[config.mk]
export PLATFORM = sky130hd
export DESIGN_NAME = modem_response_line_parser
export DESIGN_NICKNAME = d
export VERILOG_FILES = /design/src/sv/mrlp_pkg.sv /design/src/sv/modem_response_line_parser.sv
export SDC_FILE = /design/constraint.sdc
export NUM_CORES = 2
export LEC_CHECK = 0
export ABC_AREA = 1
export BUFFER_PORTS_ARGS = -buffer_cell sky130_fd_sc_hd__buf_2
export CAP_MARGIN = 20
export CORE_MARGIN = 2
export CORE_UTILIZATION = 30
export DETAILED_ROUTE_END_ITERATION = 6
export PLACE_DENSITY_LB_ADDON = 0.15
export SYNTH_ARGS = -nofsm -noshare
export SYNTH_HDL_FRONTEND = slang
export SYNTH_SLANG_ARGS = --single-unit
[constraint.sdc]
create_clock -name clk -period 5.4 [get_ports clk]
set_input_delay 0 -clock clk [delete_from_list [all_inputs] [get_ports clk]]
set_output_delay 0 -clock clk [all_outputs]
set_load 0.03 [all_outputs]
[src/sv/mrlp_pkg.sv]
`default_nettype none
package mrlp_pkg;

  typedef enum logic [3:0] {
    S_IDLE,
    S_SCAN_RD,
    S_SCAN_EV,
    S_DECIDE,
    S_CPY_RD,
    S_CPY_WR,
    S_CMP_RD,
    S_CMP_EV,
    S_OUT
  } state_t;

  localparam logic [1:0] OP_RX     = 2'd0;
  localparam logic [1:0] OP_BODY   = 2'd1;
  localparam logic [1:0] OP_SENDER = 2'd2;
  localparam logic [1:0] OP_REL    = 2'd3;

  localparam logic [1:0] REG_AUTH_LOW  = 2'd0;
  localparam logic [1:0] REG_AUTH_MID  = 2'd1;
  localparam logic [1:0] REG_AUTH_HIGH = 2'd2;
  localparam logic [1:0] REG_AUTH_LEN  = 2'd3;

  localparam logic [7:0] CH_CR     = 8'h0d;
  localparam logic [7:0] CH_LF     = 8'h0a;
  localparam logic [7:0] CH_PROMPT = 8'h3e;
  localparam logic [7:0] CH_QUOTE  = 8'h22;
  localparam logic [7:0] CH_NUL    = 8'h00;

  localparam int NUM_PAT  = 5;
  localparam int PAT_CMGS = 0;
  localparam int PAT_OK   = 1;
  localparam int PAT_ERR  = 2;
  localparam int PAT_RING = 3;
  localparam int PAT_CMT  = 4;

  localparam logic [4:0] AUTH_MAX = 5'd19;

  // patterns left aligned in six bytes
  localparam logic [47:0] STR_CMGS = "+CMGS:";
  localparam logic [47:0] STR_OK   = {"OK", 32'h0};
  localparam logic [47:0] STR_ERR  = {"ERROR", 8'h0};
  localparam logic [47:0] STR_RING = {"RING", 16'h0};
  localparam logic [47:0] STR_CMT  = {"+CMT:", 8'h0};

  function automatic logic [2:0] pat_len(input int p);
    case (p)
      PAT_CMGS: pat_len = 3'd6;
      PAT_OK:   pat_len = 3'd2;
      PAT_ERR:  pat_len = 3'd5;
      PAT_RING: pat_len = 3'd4;
      default:  pat_len = 3'd5;
    endcase
  endfunction

  function automatic logic [7:0] pat_char(input int p, input logic [2:0] k);
    logic [47:0] s;
    case (p)
      PAT_CMGS: s = STR_CMGS;
      PAT_OK:   s = STR_OK;
      PAT_ERR:  s = STR_ERR;
      PAT_RING: s = STR_RING;
      default:  s = STR_CMT;
    endcase
    pat_char = 8'(s >> (6'd40 - {k, 3'b000}));
  endfunction

  function automatic logic [7:0] auth_char(input logic [63:0] lo, input logic [63:0] mid,
                                           input logic [23:0] hi, input logic [4:0] i);
    logic [151:0] all;
    all = {hi, mid, lo};
    if (i < AUTH_MAX) auth_char = 8'(all >> {i, 3'b000});
    else auth_char = CH_NUL;
  endfunction

endpackage
`default_nettype wire

[src/sv/modem_response_line_parser.sv]
`default_nettype none
// Modem response line parser. Each request (op, rx_byte, read_index) yields one result.
// Plain bytes, reads and release go from idle straight to the output state. A line feed that ends a
// non-empty line runs a sequencer over the single-port line memory: a scan that stops at a NUL or
// the line end, then a copy into the body or sender memory, then for a body a sender compare
// against the auth registers, up to the first mismatch or NUL. The input is not ready while the
// sequencer runs.
module modem_response_line_parser #(
  parameter int LINE_DEPTH   = 256,
  parameter int BODY_DEPTH   = 200,
  parameter int SENDER_DEPTH = 20
) (
  input  wire logic        clk,
  input  wire logic        rst,
  input  wire logic        cfg_valid,
  output logic             cfg_ready,
  input  wire logic [1:0]  cfg_index,
  input  wire logic [63:0] cfg_data,
  input  wire logic        in_valid,
  output logic             in_ready,
  input  wire logic [1:0]  op,
  input  wire logic [7:0]  rx_byte,
  input  wire logic [7:0]  read_index,
  output logic             out_valid,
  input  wire logic        out_ready,
  output logic             line_complete,
  output logic             prompt_seen,
  output logic             send_confirmed,
  output logic             message_accepted,
  output logic             hang_up_request,
  output logic             message_available,
  output logic [7:0]       read_data
);

  localparam int LW   = $clog2(LINE_DEPTH);
  localparam int BW   = $clog2(BODY_DEPTH);
  localparam int SW   = $clog2(SENDER_DEPTH);
  localparam int CMPW = 12;

  mrlp_pkg::state_t state, state_next;

  logic [63:0] auth_lo, auth_mid;
  logic [23:0] auth_hi;
  logic [4:0]  auth_len;

  logic [7:0] line_mem [LINE_DEPTH];
  logic [7:0] body_mem [BODY_DEPTH];
  logic [7:0] sender_mem [SENDER_DEPTH];
  logic [7:0] line_q, body_q, sender_q;

  logic [LW-1:0] line_length, idx, tlen, q1, q2, cpy_n;
  logic          q1f, q2f, cpy_snd;
  logic [mrlp_pkg::NUM_PAT-1:0] mflags, mflags_next;
  logic [BW-1:0] body_len;
  logic [SW-1:0] sender_len;
  logic [4:0]    cmp_i;
  logic          aw_body, aw_conf, body_pending;
  logic [1:0]    op_r;
  logic          rd_ok;
  logic          r_lc, r_pr, r_sc, r_hu, r_ma;

  logic          accept, out_load;
  logic          line_we;
  logic [LW-1:0] line_wa, laddr;
  logic          is_cmgs, is_ok, is_err, is_ring, is_cmt, aw_b, sc, hu;
  logic [LW-1:0] diff, snd_n, body_n;
  logic [4:0]    alen_sat;
  logic [7:0]    cmp_a, cmp_s;

  assign cfg_ready = 1'b1;
  assign accept    = in_valid && in_ready;

  always_ff @(posedge clk) begin
    if (rst) begin
      auth_lo  <= '0;
      auth_mid <= '0;
      auth_hi  <= '0;
      auth_len <= '0;
    end else if (cfg_valid) begin
      case (cfg_index)
        mrlp_pkg::REG_AUTH_LOW:  auth_lo  <= cfg_data;
        mrlp_pkg::REG_AUTH_MID:  auth_mid <= cfg_data;
        mrlp_pkg::REG_AUTH_HIGH: auth_hi  <= cfg_data[23:0];
        mrlp_pkg::REG_AUTH_LEN:  auth_len <= cfg_data[4:0];
        default: ;
      endcase
    end
  end

  // line byte write on request accept
  always_comb begin
    line_we = 1'b0;
    line_wa = line_length;
    if (accept && op == mrlp_pkg::OP_RX && rx_byte != mrlp_pkg::CH_CR &&
        rx_byte != mrlp_pkg::CH_LF) begin
      if (rx_byte == mrlp_pkg::CH_PROMPT && line_length == '0) begin
        line_we = 1'b1;
        line_wa = '0;
      end else if (line_length != LW'(LINE_DEPTH - 1)) begin
        line_we = 1'b1;
      end
    end
  end

  assign laddr = (state == mrlp_pkg::S_CPY_RD && cpy_snd) ? q1 + LW'(1) + idx : idx;

  always_ff @(posedge clk) begin
    if (line_we) line_mem[line_wa] <= rx_byte;
    if (state == mrlp_pkg::S_SCAN_RD || state == mrlp_pkg::S_CPY_RD) line_q <= line_mem[laddr];
  end

  always_ff @(posedge clk) begin
    if (state == mrlp_pkg::S_CPY_WR && !cpy_snd) body_mem[BW'(idx)] <= line_q;
    if (accept && op == mrlp_pkg::OP_BODY) body_q <= body_mem[BW'(read_index)];
  end

  always_ff @(posedge clk) begin
    if (state == mrlp_pkg::S_CPY_WR && cpy_snd) sender_mem[SW'(idx)] <= line_q;
    if (accept && op == mrlp_pkg::OP_SENDER) sender_q <= sender_mem[SW'(read_index)];
    else if (state == mrlp_pkg::S_CMP_RD) sender_q <= sender_mem[cmp_i[SW-1:0]];
  end

  always_comb begin
    mflags_next = mflags;
    for (int p = 0; p < mrlp_pkg::NUM_PAT; p++) begin
      if (idx < LW'(mrlp_pkg::pat_len(p)) && line_q != mrlp_pkg::pat_char(p, idx[2:0]))
        mflags_next[p] = 1'b0;
    end
  end

  always_comb begin
    is_cmgs = mflags[mrlp_pkg::PAT_CMGS] && tlen >= LW'(6);
    is_ok   = mflags[mrlp_pkg::PAT_OK]   && tlen == LW'(2);
    is_err  = mflags[mrlp_pkg::PAT_ERR]  && tlen == LW'(5);
    is_ring = mflags[mrlp_pkg::PAT_RING] && tlen == LW'(4);
    is_cmt  = mflags[mrlp_pkg::PAT_CMT]  && tlen >= LW'(5);
    sc      = !is_cmgs && aw_conf && is_ok;
    aw_b    = aw_body && !is_err;
    hu      = is_ring && !aw_b;
    diff    = q2 - q1 - LW'(1);
    snd_n   = (CMPW'(diff) > CMPW'(SENDER_DEPTH - 1)) ? LW'(SENDER_DEPTH - 1) : diff;
    body_n  = (CMPW'(tlen) > CMPW'(BODY_DEPTH - 1)) ? LW'(BODY_DEPTH - 1) : tlen;
    alen_sat = (auth_len > mrlp_pkg::AUTH_MAX) ? mrlp_pkg::AUTH_MAX : auth_len;
    cmp_a   = (cmp_i < alen_sat) ? mrlp_pkg::auth_char(auth_lo, auth_mid, auth_hi, cmp_i)
                                 : mrlp_pkg::CH_NUL;
    cmp_s   = (6'(cmp_i) < 6'(sender_len)) ? sender_q : mrlp_pkg::CH_NUL;
  end

  always_comb begin
    state_next = state;
    case (state)
      mrlp_pkg::S_IDLE: begin
        if (in_valid) begin
          if (op == mrlp_pkg::OP_RX && rx_byte == mrlp_pkg::CH_LF && line_length != '0)
            state_next = mrlp_pkg::S_SCAN_RD;
          else
            state_next = mrlp_pkg::S_OUT;
        end
      end
      mrlp_pkg::S_SCAN_RD:
        state_next = (idx == line_length) ? mrlp_pkg::S_DECIDE : mrlp_pkg::S_SCAN_EV;
      mrlp_pkg::S_SCAN_EV:
        state_next = (line_q == mrlp_pkg::CH_NUL) ? mrlp_pkg::S_DECIDE : mrlp_pkg::S_SCAN_RD;
      mrlp_pkg::S_DECIDE: begin
        if (is_cmt) state_next = (q1f && q2f) ? mrlp_pkg::S_CPY_RD : mrlp_pkg::S_OUT;
        else if (aw_b) state_next = mrlp_pkg::S_CPY_RD;
        else state_next = mrlp_pkg::S_OUT;
      end
      mrlp_pkg::S_CPY_RD: begin
        if (idx == cpy_n) state_next = cpy_snd ? mrlp_pkg::S_OUT : mrlp_pkg::S_CMP_RD;
        else state_next = mrlp_pkg::S_CPY_WR;
      end
      mrlp_pkg::S_CPY_WR: state_next = mrlp_pkg::S_CPY_RD;
      mrlp_pkg::S_CMP_RD: state_next = mrlp_pkg::S_CMP_EV;
      mrlp_pkg::S_CMP_EV:
        state_next = (cmp_a != cmp_s || cmp_a == mrlp_pkg::CH_NUL) ? mrlp_pkg::S_OUT
                                                                   : mrlp_pkg::S_CMP_RD;
      mrlp_pkg::S_OUT: if (!out_valid || out_ready) state_next = mrlp_pkg::S_IDLE;
      default: state_next = mrlp_pkg::S_IDLE;
    endcase
  end

  always_comb begin
    in_ready = (state == mrlp_pkg::S_IDLE);
    out_load = (state == mrlp_pkg::S_OUT) && (!out_valid || out_ready);
  end

  always_ff @(posedge clk) begin
    if (rst) begin
      state        <= mrlp_pkg::S_IDLE;
      line_length  <= '0;
      aw_body      <= 1'b0;
      aw_conf      <= 1'b0;
      body_pending <= 1'b0;
      body_len     <= '0;
      sender_len   <= '0;
      out_valid    <= 1'b0;
    end else begin
      state <= state_next;
      if (out_load) out_valid <= 1'b1;
      else if (out_ready) out_valid <= 1'b0;

      case (state)
        mrlp_pkg::S_IDLE: begin
          if (in_valid) begin
            op_r <= op;
            r_lc <= 1'b0;
            r_pr <= 1'b0;
            r_sc <= 1'b0;
            r_hu <= 1'b0;
            r_ma <= 1'b0;
            rd_ok <= 1'b0;
            case (op)
              mrlp_pkg::OP_RX: begin
                if (rx_byte == mrlp_pkg::CH_CR) begin
                end else if (rx_byte == mrlp_pkg::CH_PROMPT && line_length == '0) begin
                  line_length <= LW'(1);
                  r_lc <= 1'b1;
                  r_pr <= 1'b1;
                end else if (rx_byte != mrlp_pkg::CH_LF) begin
                  if (line_length != LW'(LINE_DEPTH - 1)) line_length <= line_length + LW'(1);
                  else line_length <= '0;
                end else if (line_length != '0) begin
                  r_lc   <= 1'b1;
                  idx    <= '0;
                  mflags <= '1;
                  q1f    <= 1'b0;
                  q2f    <= 1'b0;
                end
              end
              mrlp_pkg::OP_BODY:   rd_ok <= CMPW'(read_index) < CMPW'(body_len);
              mrlp_pkg::OP_SENDER: rd_ok <= CMPW'(read_index) < CMPW'(sender_len);
              default: body_pending <= 1'b0;
            endcase
          end
        end
        mrlp_pkg::S_SCAN_RD: if (idx == line_length) tlen <= idx;
        mrlp_pkg::S_SCAN_EV: begin
          if (line_q == mrlp_pkg::CH_NUL) begin
            tlen <= idx;
          end else begin
            mflags <= mflags_next;
            if (line_q == mrlp_pkg::CH_QUOTE) begin
              if (!q1f) begin
                q1  <= idx;
                q1f <= 1'b1;
              end else if (!q2f) begin
                q2  <= idx;
                q2f <= 1'b1;
              end
            end
            idx <= idx + LW'(1);
          end
        end
        mrlp_pkg::S_DECIDE: begin
          if (is_cmgs) aw_conf <= 1'b1;
          else if (sc || is_err) aw_conf <= 1'b0;
          aw_body     <= is_cmt;
          r_sc        <= sc;
          r_hu        <= hu;
          line_length <= '0;
          idx         <= '0;
          cmp_i       <= '0;
          cpy_snd     <= is_cmt;
          cpy_n       <= is_cmt ? snd_n : body_n;
        end
        mrlp_pkg::S_CPY_RD: begin
          if (idx == cpy_n) begin
            if (cpy_snd) sender_len <= SW'(cpy_n);
            else body_len <= BW'(cpy_n);
          end
        end
        mrlp_pkg::S_CPY_WR: idx <= idx + LW'(1);
        mrlp_pkg::S_CMP_EV: begin
          if (cmp_a == cmp_s && cmp_a == mrlp_pkg::CH_NUL) begin
            r_ma         <= 1'b1;
            body_pending <= 1'b1;
          end else if (cmp_a == cmp_s) begin
            cmp_i <= cmp_i + 5'd1;
          end
        end
        default: ;
      endcase
    end
  end

  always_ff @(posedge clk) begin
    if (out_load) begin
      line_complete     <= r_lc;
      prompt_seen       <= r_pr;
      send_confirmed    <= r_sc;
      message_accepted  <= r_ma;
      hang_up_request   <= r_hu;
      message_available <= body_pending;
      if (!rd_ok) read_data <= mrlp_pkg::CH_NUL;
      else if (op_r == mrlp_pkg::OP_BODY) read_data <= body_q;
      else read_data <= sender_q;
    end
  end

  a_accept_pending: assert property (@(posedge clk) disable iff (rst)
    out_valid && message_accepted |-> message_available)
    else $error("accepted message not flagged available");

  a_prompt_alone: assert property (@(posedge clk) disable iff (rst)
    out_valid && prompt_seen |-> line_complete && !send_confirmed && !hang_up_request)
    else $error("prompt result malformed");

  a_cmp_bound: assert property (@(posedge clk) disable iff (rst)
    state == mrlp_pkg::S_CMP_EV |-> cmp_i <= mrlp_pkg::AUTH_MAX)
    else $error("sender compare ran past its end");

endmodule
`default_nettype wire

==> reports/qor.yml <==
status: "finished, violations left"
violations: "design-rule violations"
synth_compound_area_share_pct: 9.76
cts_max_level: 5
insertion_delay_ns: 1.03
grt_pass1_wl_um: 826000
p_leak_nw: 66.0
setup_tns_ns: 0
dp_cells: 21700
slowest_stage: "fa_1"
min_delay_path_depth: 3
detail-route-antenna-nets: 0
max_clock_freq_ghz: 0.230
crit_top_cell: "nand3_1"
synthSimpleGateAreaFrac_pct: 14.8
worst_r2r_path_depth: 16
grt_pass1_vias: 111000
die_y_um: 758
cp-end-kind: "flop"
nNetsFinal: 14900
maxSlewViolCount: 0
grt_overflow_total: 0
ys_async_sr_fraction_pct: 0
worstPathCellList: "buf_4 -> inv_1 -> ha_1 -> fa_1 -> xnor2_1 -> or2_0 -> o21ai_4 -> inv_8 -> buf_4 -> nand3_1 -> nand3_1 -> nand3_1 -> nand3_1 -> nand3_1 -> nand3_1 -> nand2_1"
rr_endpoint: "line_q[7]"
dr_total_vias: 114000
routed_wl_um: 574000
wl_per_cell_um: 25.3
drive_gt1_share_pct: 8.42
yosys.cell_types.count: 64
ys_seq_elements: 4098
cp.arrival_ns: 5.10
setup_viol: 0
syn_inst: 14700
synth_warnings: 0
yosysTopAreaCell: "edfxtp_1"
clk_pin_slew_ns: 0.06
cts_tree: "built"
initial_core_util_pct: 30.1
core_area_sq_mm: 0.568
path_delay_family: "simple AND/OR/NAND/NOR gates"
fin_crit_sh_pct: 80.6
antenna_found_initial: 26
dr.pass1.iters: 7
ys.flop_type: "edfxtp_1"
dp_hpwl_um: 338000
drcViolationCount: 4
path_buf_inv: 4
path_class: "reg -> reg"
slowest_delay_ns: 0.41
whs_endpoint: "line_mem[226][6]"
yosysSeqAreaShare_pct: 71.0
synth_common_cells: "3,907 x edfxtp_1, 2,513 x nand2_1, 1,798 x nor2_1"
initialDrtViolationCount: 10300
area_growth_pct: 15.1
synth_top_area_share_pct: 68.7
min-delay-start: "rx_byte[6]"
cts_made_buffers: 453
die_x_um: 758
ir_drop_v: 0.000265
holdWs_ns: 0.108
r2r_slack_ns: 1.05
yosys-top-cells-area: "edfxtp_1 69%, nand2_1 5.5%, o21ai_0 4.7%"
dieArea_sq_mm: 0.575
final_cells: 22700
start_kind: "flop"
synthMuxAreaShare_pct: 0
syn_avg_cell_area_sq_um: 11.6
io_buffers: 104
power.density_mw_per_mm2: 348
hold_viol: 0
grt_max_degree: 173
cts_resized: 0
rsz0062_at_grt: "no"
cts_sinks: 4098
cp_max_fo: 45
synth_nets: 14800
min_period_ns: 4.35
synthAdderAreaFrac_pct: 0.390
io_pins: 106
rows: 277
grt_usage_pct: 19.4
hold_class: "in -> reg"
tightestPinTransition_ns: 1.13
synth_edf_count: 3907
critical_path.startpoint: "idx[0]"
reg2reg_from: "idx[0]"
cts.path.max_buffers: 4
viasPerCell: 5.03
root_buffer: "clkbuf_16"
yosysMostFrequentCell: "edfxtp_1"
gp_congestion: 0.789
relSlewSlack_pct: 24.4
synth_top_family_by_area: "simple AND/OR/NAND/NOR gates"
required_ns: 6.15
drv_cap: 0
syn_area_sq_mm: 0.171
fin_skew_ns: 0.0656
synth_xor_area_share_pct: 0.133
## cells in the final DEF (no fill, tap or decap), types with 110 or more instances in the layout
cell              n
o221ai_1        114
inv_1           506
buf_4           271
edfxtp_1       3907
dfxtp_1         189
nand3_1        1330
dlygate4sd3_1   185
o22ai_1         369
nor2_1         1795
clkbuf_16       460
clkinv_1        110
a21oi_1         305
o211ai_1        385
or2_0           130
nand2_1        2504
clkbuf_1        111
o21ai_0        1613
## logic make-up (layout without fill, tap and decap cells)
group | Yosys count | after routing
simple gates | 6019 | 6019
compound gates | 2917 | 2917
flops | 4098 | 4098
buf+inv | 1547 | 2042
fa+ha+maj | 52 | 52
other cells | 1 | 8
xor+xnor | 26 | 26
## registers in the layout, summed over array words and instances, names as in the netlist, 8 cells and up, named ones only
signal       cells
sender_q         8
idx              8
q1               8
body_len         8
auth_hi         24
cpy_n            8
sender_mem     160
auth_lo         64
auth_mid        64
q2               8
body_q           8
tlen             8
line_length      8
read_data        8
line_q           8
body_mem      1600
line_mem      2048
## tightest hold or removal path: stages
cell	delay, ns
dlygate4sd3_1	0.56
buf_8	0.16
buf_12	0.18
## stage by stage
stage	power (W)	utilization (%)	setup WS, ns	instance area, sq um
global route	0.0706	34.6	0.871	197000
global placement	0.0387	31.7	1.01	180000
detailed placement	0.0387	31.7	1.02	180000
CTS	0.0691	34.6	1.02	196000
finish	0.0685	34.6	1.05	197000
floorplan	0.0371	-	0.491	171000
## power breakdown
| part | switching (W) | internal, W | total (W) | leakage [nW] |
|---|---|---|---|---|
| Clock | 0.0132 | 0.0172 | 0.0304 | 6.98 |
| Combinational | 0.00249 | 0.000897 | 0.00339 | 22.4 |
| Sequential | 0.0000596 | 0.0346 | 0.0347 | 36.7 |
| Total | 0.0158 | 0.0527 | 0.0685 | 66.0 |
## routing by layer
metal	part of all wire [%]	global-route usage (%)	vias to the layer above
met3	4.3	2.07	730
met2	48	32.2	2781
met1	45	27.0	57900
met5	0.0047	0	-
met4	2.7	4.99	4
li1	-	-	52800
## final cells by class
class / instances / area (sq um)
diodes: 7 / 17.5
clock buffers: 585 / 12100
clock inverters: 244 / 2160
fillers: 56200 / 372000
inverters: 545 / 2100
multi-input cells: 9015 / 43000
flip-flops and latches: 4098 / 121000
well taps: 7533 / 9430
repair buffers: 668 / 6610
## worst max path at each step
stage           endpoint  slack (ns)  cells past startpoint
2_1_floorplan  mflags[3]        0.49                      6
3_3_place_gp   line_q[7]        1.01                     16
3_5_place_dp   line_q[7]        1.02                     16
4_1_cts        line_q[7]        1.02                     16
5_1_grt        line_q[7]        0.87                     16
6_report       line_q[7]        1.05                     16
## repair_timing
item,CTS,global route
endpoints found under the hold margin,1596,0
buffers inserted,0,0
hold buffers,188,0
No activity file was read; power rests on OpenSTA's default activity.
